## src/design/tes_pkg.sv

```systemverilog
// ----------------------------------------------------------------------------
// Truncated exponential sampler package
// Shared widths, register indexes and the -ln(1-u) Q2.16 lookup table.
// ----------------------------------------------------------------------------
package tes_pkg;

  // field widths
  localparam int unsigned RandW  = 32;
  localparam int unsigned DurW   = 31;
  localparam int unsigned MeanW  = 24;
  localparam int unsigned CfgIdxW = 4;
  localparam int unsigned CfgDatW = 32;

  // table layout: top 5 bits pick the cell, next 16 bits interpolate
  localparam int unsigned CellW  = 5;
  localparam int unsigned FracW  = 16;
  localparam int unsigned CellLsb = 27;
  localparam int unsigned FracLsb = 11;
  localparam int unsigned QShift = 16;
  localparam int unsigned TabW   = 18;   // largest entry is 184320
  localparam int unsigned DiffW  = 15;   // largest cell step is 24833
  localparam int unsigned TabN   = 33;
  localparam int unsigned TabIdxW = 6;

  // scaled deviate after the mean multiply and the Q16 shift
  localparam int unsigned ScaledW = TabW + MeanW - QShift;

  // register indexes
  localparam logic [CfgIdxW-1:0] CFG_DIST_MODE = 4'd0;
  localparam logic [CfgIdxW-1:0] CFG_MIN_MS    = 4'd1;
  localparam logic [CfgIdxW-1:0] CFG_MAX_MS    = 4'd2;
  localparam logic [CfgIdxW-1:0] CFG_MEAN_MS   = 4'd3;

  // distribution modes
  localparam logic MODE_FIXED = 1'b0;
  localparam logic MODE_EXP   = 1'b1;

  // -ln(1-u) at u = k/32, Q2.16
  localparam logic [TabW-1:0] NegLogTab [TabN] = '{
    18'd0,      18'd2064,   18'd4184,   18'd6364,   18'd8608,   18'd10921,
    18'd13307,  18'd15772,  18'd18322,  18'd20964,  18'd23706,  18'd26556,
    18'd29525,  18'd32624,  18'd35867,  18'd39270,  18'd42851,  18'd46632,
    18'd50639,  18'd54903,  18'd59461,  18'd64358,  18'd69649,  18'd75403,
    18'd81706,  18'd88670,  18'd96444,  18'd105226, 18'd115295, 18'd127085,
    18'd141335, 18'd159487, 18'd184320
  };

endpackage

```

## src/design/tes_interp.sv

```systemverilog
// ----------------------------------------------------------------------------
// Table interpolation stages
// Looks up the cell end points, then interpolates the Q2.16 deviate.
// Two register stages; one request per cycle.
// ----------------------------------------------------------------------------
module tes_interp import tes_pkg::*; (
  input  logic              clk_i,
  input  logic              rst_ni,
  input  logic              valid_i,
  input  logic [RandW-1:0]  rand_word_i,
  output logic              valid_o,
  output logic [TabW-1:0]   dev_o
);

  logic [CellW-1:0]   cell_sel;
  logic [TabIdxW-1:0] lo_idx;
  logic [TabIdxW-1:0] hi_idx;
  logic [TabW-1:0]    hi_val;

  logic               v1_q;
  logic [TabW-1:0]    lo_q;
  logic [DiffW-1:0]   diff_q;
  logic [FracW-1:0]   frac_q;

  logic [DiffW+FracW-1:0] step;
  logic [TabW-1:0]        dev_d;
  logic                   v2_q;
  logic [TabW-1:0]        dev_q;

  // pick cell end points
  assign cell_sel = rand_word_i[CellLsb +: CellW];
  assign lo_idx   = {1'b0, cell_sel};
  assign hi_idx   = lo_idx + TabIdxW'(1);
  assign hi_val   = NegLogTab[hi_idx];

  // stage 1: end point and step across the cell
  always_ff @(posedge clk_i or negedge rst_ni) begin
    if (!rst_ni) begin
      v1_q <= 1'b0;
    end else begin
      v1_q <= valid_i;
    end
  end

  always_ff @(posedge clk_i) begin
    lo_q   <= NegLogTab[lo_idx];
    diff_q <= DiffW'(hi_val - NegLogTab[lo_idx]);
    frac_q <= rand_word_i[FracLsb +: FracW];
  end

  // stage 2: interpolate inside the cell
  assign step  = (DiffW+FracW)'(diff_q) * (DiffW+FracW)'(frac_q);
  assign dev_d = lo_q + TabW'(step[DiffW+FracW-1:QShift]);

  always_ff @(posedge clk_i or negedge rst_ni) begin
    if (!rst_ni) begin
      v2_q <= 1'b0;
    end else begin
      v2_q <= v1_q;
    end
  end

  always_ff @(posedge clk_i) begin
    dev_q <= dev_d;
  end

  assign valid_o = v2_q;
  assign dev_o   = dev_q;

endmodule

```

## src/design/truncated_exponential_sampler.sv

```systemverilog
// ----------------------------------------------------------------------------
// Truncated exponential sampler
// Draws a duration in ms from a uniform word via a -ln(1-u) table, scaled
// by the mean, offset by the minimum and clamped to the configured bounds.
// ----------------------------------------------------------------------------
// Fixed mode, or a maximum at or below the minimum, returns the minimum.
// Throughput: one request per cycle; busy is never raised since the four
//   register stages (lookup, interpolate, mean multiply, offset and clamp)
//   all advance every cycle and the receiver cannot stall.
// Reset: clears stage valid bits and loads mode = exponential, min = 0,
//   max = 0, mean = 1.
module truncated_exponential_sampler import tes_pkg::*; (
  input  logic               clk_i,
  input  logic               rst_ni,
  // request channel
  input  logic               start,
  output logic               busy,
  input  logic [RandW-1:0]   rand_word_i,
  // result channel
  output logic               done_o,
  output logic [DurW-1:0]    duration_ms_o,
  // configuration write channel
  input  logic               cfg_valid_i,
  output logic               cfg_ready_o,
  input  logic [CfgIdxW-1:0] cfg_index_i,
  input  logic [CfgDatW-1:0] cfg_data_i
);

  logic              mode_q;
  logic [DurW-1:0]   min_ms_q;
  logic [DurW-1:0]   max_ms_q;
  logic [MeanW-1:0]  mean_ms_q;
  logic              cfg_we;

  logic              accept;
  logic              v2;
  logic [TabW-1:0]   dev;

  logic [MeanW-1:0]        mean_eff;
  logic [TabW+MeanW-1:0]   prod;
  logic                    v3_q;
  logic [ScaledW-1:0]      scaled_q;

  logic [DurW:0]     sum;
  logic              use_min;
  logic [DurW-1:0]   dur_d;
  logic              v4_q;
  logic [DurW-1:0]   dur_q;

  // configuration registers, always ready
  assign cfg_ready_o = 1'b1;
  assign cfg_we      = cfg_valid_i && cfg_ready_o;

  always_ff @(posedge clk_i or negedge rst_ni) begin
    if (!rst_ni) begin
      mode_q    <= MODE_EXP;
      min_ms_q  <= '0;
      max_ms_q  <= '0;
      mean_ms_q <= MeanW'(1);
    end else if (cfg_we) begin
      unique case (cfg_index_i)
        CFG_DIST_MODE: mode_q    <= cfg_data_i[0];
        CFG_MIN_MS:    min_ms_q  <= cfg_data_i[DurW-1:0];
        CFG_MAX_MS:    max_ms_q  <= cfg_data_i[DurW-1:0];
        CFG_MEAN_MS:   mean_ms_q <= cfg_data_i[MeanW-1:0];
        default: ;
      endcase
    end
  end

  // accept a request every cycle
  assign busy   = 1'b0;
  assign accept = start && !busy;

  // stages 1-2: table lookup and interpolation
  tes_interp u_interp (
    .clk_i       (clk_i),
    .rst_ni      (rst_ni),
    .valid_i     (accept),
    .rand_word_i (rand_word_i),
    .valid_o     (v2),
    .dev_o       (dev)
  );

  // stage 3: scale by the mean, keeping it at least one
  assign mean_eff = (mean_ms_q == '0) ? MeanW'(1) : mean_ms_q;
  assign prod     = (TabW+MeanW)'(dev) * (TabW+MeanW)'(mean_eff);

  always_ff @(posedge clk_i or negedge rst_ni) begin
    if (!rst_ni) begin
      v3_q <= 1'b0;
    end else begin
      v3_q <= v2;
    end
  end

  always_ff @(posedge clk_i) begin
    scaled_q <= prod[TabW+MeanW-1:QShift];
  end

  // stage 4: offset by the minimum and clamp
  assign sum     = {1'b0, min_ms_q} + (DurW+1)'(scaled_q);
  assign use_min = (mode_q == MODE_FIXED) || (max_ms_q <= min_ms_q);

  always_comb begin
    if (use_min) begin
      dur_d = min_ms_q;
    end else if (sum > {1'b0, max_ms_q}) begin
      dur_d = max_ms_q;
    end else begin
      dur_d = sum[DurW-1:0];
    end
  end

  always_ff @(posedge clk_i or negedge rst_ni) begin
    if (!rst_ni) begin
      v4_q  <= 1'b0;
      dur_q <= '0;
    end else begin
      v4_q <= v3_q;
      if (v3_q) begin
        dur_q <= dur_d;
      end
    end
  end

  assign done_o        = v4_q;
  assign duration_ms_o = dur_q;

  // every accepted request later produces a done_o strobe
  assert property (@(posedge clk_i) disable iff (!rst_ni)
    accept |-> ##4 done_o)
    else $error("accepted request did not produce a result after four cycles");

  // no result without a matching earlier request
  assert property (@(posedge clk_i) disable iff (!rst_ni)
    done_o |-> $past(accept, 4))
    else $error("result strobe without a matching request");

  // result register only changes when a result is presented
  assert property (@(posedge clk_i) disable iff (!rst_ni)
    !done_o |-> $stable(duration_ms_o))
    else $error("duration changed without a result strobe");

  // a write to the minimum register lands in it
  assert property (@(posedge clk_i) disable iff (!rst_ni)
    (cfg_we && (cfg_index_i == CFG_MIN_MS)) |=> (min_ms_q == $past(cfg_data_i[DurW-1:0])))
    else $error("minimum register write lost");

endmodule

```

## config.mk

```make
export PLATFORM = sky130hd
export DESIGN_NAME = truncated_exponential_sampler
export DESIGN_NICKNAME = d
export VERILOG_FILES = /design/src/design/tes_pkg.sv /design/src/design/tes_interp.sv /design/src/design/truncated_exponential_sampler.sv
export SDC_FILE = /design/constraint.sdc
export NUM_CORES = 2
export LEC_CHECK = 0
export CORE_UTILIZATION = 48
export CTS_CLUSTER_DIAMETER = 80
export DETAILED_ROUTE_END_ITERATION = 6
export DONT_BUFFER_PORTS = 1
export HOLD_SLACK_MARGIN = 0.03
export RECOVER_POWER = 100
export SYNTH_ARGS = -nofsm -noshare
export SYNTH_HDL_FRONTEND = slang
export SYNTH_SLANG_ARGS = --single-unit
export TNS_END_PERCENT = 5
```

## constraint.sdc

```tcl
create_clock -name clk_i -period 8.7 [get_ports clk_i]
set_clock_uncertainty 0.2 [all_clocks]
set_input_delay 1.305 -clock clk_i [delete_from_list [all_inputs] [get_ports clk_i]]
set_output_delay 1.305 -clock clk_i [all_outputs]
set_load 0.03 [all_outputs]
```

; ---- Word level (Yosys, flattened, before mapping)
; Memory sizes are Yosys's and may differ from the RTL's.
; Index checks and enable logic that the tools add are counted.
[classes]
n_mul = 2
n_bitwise = 3
magnitude_cmp = 4
mux = 7
reduce_logical = 7
eq_ne = 3
n_addsub = 4
[ops]
columns = operator, count
row1 = $mux 31, 2
row2 = $mul 18x24->42, 1
row3 = $mux 18, 2
row4 = $add 31x26->32, 1
row5 = $gt 32x31->1, 1
row6 = $le 31x31->1, 1
row7 = $mul 15x16->31, 1
row8 = $mux 15, 2
row9 = $logic_not 24->1, 1
row10 = $mux 24, 1
row11 = $add 18x15->18, 1
row12 = $sub 15x15->15, 1
row13 = $ge 7x7->1 const B, 2
row14 = $eq 4x2->1 const B, 2
row15 = $reduce_and 2->1, 4
row16 = $not 5->7, 1
row17 = $not 6->7, 1
row18 = $add 5x1->6 const B, 1
row19 = $eq 4x1->1 const B, 1
row20 = $logic_not 4->1, 1
row21 = $logic_or 1x1->1, 1
row22 = $not 1->1, 1
[totals]
romBits = 2304
regBits = 215
mem_count = 2
out_inout_bits = 34
input_bits = 72
elab_cells = 46
[memory_table]
columns = memory, words, word_bits, rd, rd_ports_with_merged_regs, wr, line
row1 = (name not given), 64, 18, 1, 0, 0, tes_interp.sv:46  ; lo_q <= NegLogTab[lo_idx];
row2 = (name not given), 64, 18, 1, 0, 0, tes_interp.sv:34  ; assign hi_val = NegLogTab[hi_idx];

; ---- Depth between registers and ports, before layout
[depth]
ltp_word = 6
mapped_depth = 34
ltp_nobuf = 33

; ---- Cells and area by module
; From an unflattened synthesis, not the netlist that was laid out.
[unflattened]
hier_cells = 3768
area_unflattened_um2 = 33594.7
[by_module_without_submodules]
columns = mod, seq_area_each_um2, instances, cells_per_inst, area_each_um2
row1 = truncated_exponential_sampler, 3525.9, 1, 2377, 21633.2
row2 = tes_interp, 1391.3, 1, 1391, 11961.5

; ---- Least setup slack after synthesis
; No wires, ideal clock.
[synth_timing]
path_type = register to register
from = register u_interp.diff_q[6]
to = register u_interp.dev_q[16] (netlist: u_interp.dev_o[16])
stages_incl_launch_ff = 31
setup_time_ps = 120
period_less_slack_ps = 7635
n_path_buf = 1
t_required_ps = 8380
path_slack_ps = 1065
arrival_ps = 7315
path_cell_list = dfxtp_1 clkbuf_1 nand2_1 fa_1 inv_1 fa_1 fa_1 fa_1 fa_1 inv_1 fa_1 inv_1 ha_1 a21o_1 a211o_1 or3_1 o211ai_1 nor2b_1 xnor2_1 inv_1 fa_1 nor2b_1 o21ai_0 a21boi_0 o21ai_0 a21o_1 a21boi_0 o31ai_1 a21oi_1 a41oi_1 xnor2_1
[synth_between]
elab_chain_cells = 2
[synth_lines]
columns = item, line
row1 = start: declaration, tes_interp.sv:22  ; logic [DiffW-1:0] diff_q;
row2 = start signal: assignment, tes_interp.sv:47  ; diff_q <= DiffW'(hi_val - NegLogTab[lo_idx]);
row3 = $mul 15x16->31, tes_interp.sv:52  ; assign step = (DiffW+FracW)'(diff_q) * (DiffW+FracW)'(frac_q);
row4 = $add 18x15->18, tes_interp.sv:53  ; assign dev_d = lo_q + TabW'(step[DiffW+FracW-1:QShift]);
row5 = named net u_interp.dev_d[16], tes_interp.sv:26  ; logic [TabW-1:0] dev_d;
row6 = end signal: assignment, tes_interp.sv:64  ; dev_q <= dev_d;
row7 = end: declaration, tes_interp.sv:28  ; logic [TabW-1:0] dev_q;
; The timed path passes the listed nets, and every way through them passes these cells.
; A chain may end at the register's enable or synchronous reset.

; ---- Worst setup path in the final report
[layout_timing]
from = register u_interp.frac_q[12]
to = register u_interp.dev_q[16] (netlist: u_interp.dev_o[16])
[layout_between]
elab_chain_cells = 2
[layout_lines]
columns = item, line
row1 = start: declaration, tes_interp.sv:23  ; logic [FracW-1:0] frac_q;
row2 = start signal: assignment, tes_interp.sv:48  ; frac_q <= rand_word_i[FracLsb +: FracW];
row3 = $mul 15x16->31, tes_interp.sv:52
row4 = $add 18x15->18, tes_interp.sv:53
row5 = named net u_interp.dev_d[16], tes_interp.sv:26
; The timed path passes the listed nets, and every way through them passes these cells.

==> reports/results.tsv <==
stage	metric	value	unit
outcome	status	finished, violations left	
outcome	violations	capacitance limit, slew limit	
placed_design	gp_congestion	0.871	
clocking	insertion_delay	0.58	ns
global_routing	grt_pass1_vias	25700	
synth	synth_flop_cell	dfrtp_1	
routing	vias	24700	
routing	wl_per_cell	18.0	µm
sta	fin_setup_tns	0	ns
synth	ys_top_cells_by_count	745 x inv_1, 532 x fa_1, 496 x nand2_1	
sta	rsz0062_at_grt	no	
synth	ys_top_cells_by_area	fa_1 32%, ha_1 13%, dfrtp_1 9.0%	
placed_design	portBuffers	0	
global_routing	grt_pass1_wl	138000	µm
layout	fillers	6616	
setup_path	cp.arrival	8.42	ns
layout	multi_input_area	25100	µm²
setup_path	cp_slowest_stage_delay	0.52	ns
die	die_x	266	µm
synth	avgSynthCellArea	8.83	µm²
die	core_area	68800	µm²
synth	synth-seq-cells	215	
layout	area_growth_syn_to_layout	5.90	%
setup_path	path_common_cell	fa_1	
synth	synth-edff-count	0	
setup_path	required	9.01	ns
global_routing	track_usage	24.6	%
routing	drt_iter0_markers	1473	
synth	yosysUniqueCellTypes	75	
layout	num-nets-final	4662	
placed_design	hpwl	66200	µm
sta	whs	0.148	ns
sta	finalSetupViolations	0	
setup_path	crit_path_end_kind	flip-flop	
clocking	cts-root-buf	clkbuf_16	
routing	viasPerCell	5.30	
layout	diodes	0	
routing	first_pass_iters	6	
synth	synthArstFlopShare	56.7	%
sta	fin_crit	8.12	ns
clocking	clk_pin_slew	0.06	ns
routing	ant_nets	0	
job	cap_viol_max_count	4	
die	io_pins	106	
synth	post-synth-top-count-cell	inv_1	
layout	utilization	51.6	%
sta	slew_viol_final	142	
sta	fmax	0.123	GHz
synth	synth_area_leader_cell	fa_1	
global_routing	grt-ovfl-total	0	
routing	wl	84200	µm
hold_path	hp-class	reg2reg	
setup_path	path_class	reg2reg	
sta	min_period_over_period	93.3	%
layout	layout-drive-gt1-share	5.57	%
setup_path	start_kind	flip-flop	
clocking	ctsHtreeMaxLevel	1	
global_routing	grt_antenna_before_repair	1	
clocking	cts_buffer_depth	3	
sta	hold_viol	0	
global_routing	grt_max_degree	123	
clocking	postCtsSetupBuffers	0	
die	die_y	266	µm
sta	worst_slew_margin_rel	-71.4	%
die	start_util	48.7	%
synth	synth.yosys.seq_area_share	14.7	%
sta	tightest_slew	2.57	ns
clocking	cts_tree	done	
synth	synth_nets	4741	
routing	drcViolationCount	0	
synth	syn_area	33500	µm²
synth	netlist.area_leader.share	31.8	%
die	row_count	96	
clocking	clock_sinks	215	
setup_path	cp_max_fo	13	
clocking	cts_inserted_buffers	27	
layout	register_area	4940	µm²
synth	synthCells	3795	
die	die-area	70900	µm²
setup_path	cp_slowest_cell	fa_1	
synth	synth_warnings	0	
[worst max-delay path: cells and delay by family (launching register included)]
kind                     cells  cell delay (ns)
AND/OR/NAND/NOR              5             1.02
flip-flops                   1             0.33
buffers and inverters        5             0.39
XOR/XNOR                     1             0.14
adder cells (fa/ha/maj)      8             3.60
AO/OA/AOI/OAI               12             2.38
[placed cells by master (no fill, tap or decap), types with 19 or more instances in the layout]
cell type,count
nand2_1,496
buf_4,67
clkbuf_16,28
xor2_1,20
o21a_1,20
inv_1,745
mux2_2,58
dfxtp_1,77
nand4_1,19
nor3_1,58
o21ai_0,152
a21oi_1,139
ha_1,342
nor2_1,117
nor2b_1,21
and2_1,286
nand3_1,31
fa_1,532
xnor2_1,68
dfrtp_1,120
mux2i_1,23
a21o_1,44
[worst paths after layout]
check,startpoint,endpoint,slack (ns),depth (start not counted)
max in group asynchronous,rst_ni,mode_q$_DFFE_PN1P_,7.84,0
setup / recovery,u_interp.frac_q[12]$_DFF_P_,u_interp.dev_o[16]$_DFF_P_,0.58,31
min in group asynchronous,rst_ni,mean_ms_q[6]$_DFFE_PN0P_,0.22,0
hold / removal,u_interp.v1_q$_DFF_PN0_,u_interp.valid_o$_DFF_PN0_,0.15,0
setup reg to reg,u_interp.frac_q[12]$_DFF_P_,u_interp.dev_o[16]$_DFF_P_,0.58,31
hold reg to reg,u_interp.v1_q$_DFF_PN0_,u_interp.valid_o$_DFF_PN0_,0.15,0
[through the flow]
stage                     cells  area (µm²)  worst slack (ns)
final                      4668       35500             0.584
after global placement     4618       34500             0.436
after detailed placement   4618       34500             0.336
after global routing       4668       35500           0.00885
after floorplan            3795       33500              1.07
after CTS                  4668       35500             0.330
[metal layers]
metal | GRT usage [%] | wire [µm]
met5 | 0 | 13
met4 | 5.89 | 2080
met3 | 2.87 | 4360
met2 | 41.4 | 39600
met1 | 33.6 | 38200
[flip-flops by register name (all words and copies together) (netlist names)]
name	cells
done_o	1
duration_ms_o	31
max_ms_q	31
mean_ms_q	24
min_ms_q	31
mode_q	1
scaled_q	26
u_interp.dev_o	18
u_interp.diff_q	15
u_interp.frac_q	16
u_interp.lo_q	18
u_interp.v1_q	1
u_interp.valid_o	1
v3_q	1
[kinds of logic (layout without fill, tap and decap cells)]
kind of cell | Yosys count | in the layout | synth area share [%]
AO/OA/AOI/OAI | 507 | 507 | 9.40
XOR/XNOR | 88 | 88 | 2.30
adder cells (fa/ha/maj) | 874 | 874 | 44.6
buffers and inverters | 927 | 869 | 10.5
flip-flops | 215 | 215 | 14.7
multiplexers | 85 | 85 | 2.87
other | 2 | 2 | 0.0224
AND/OR/NAND/NOR | 1097 | 1097 | 15.7
[repair_timing]
action                                  in CTS  in global routing
endpoints found under the setup margin       0                  5
gates resized for setup                      0                 18
hold buffers                                 0                  0
[area by class of cell]
type	count	share of cell area [%]
inverter	745	7.88
tap	931	3.28
clock inverter	13	0.501
clock buffer	37	2.27
sequential	215	13.9
timing repair buffer	74	1.49
multi-input combinational	2653	70.7
Power is not shown: default switching activity piles up to over one toggle a cycle in this logic, so the estimate is an artifact.
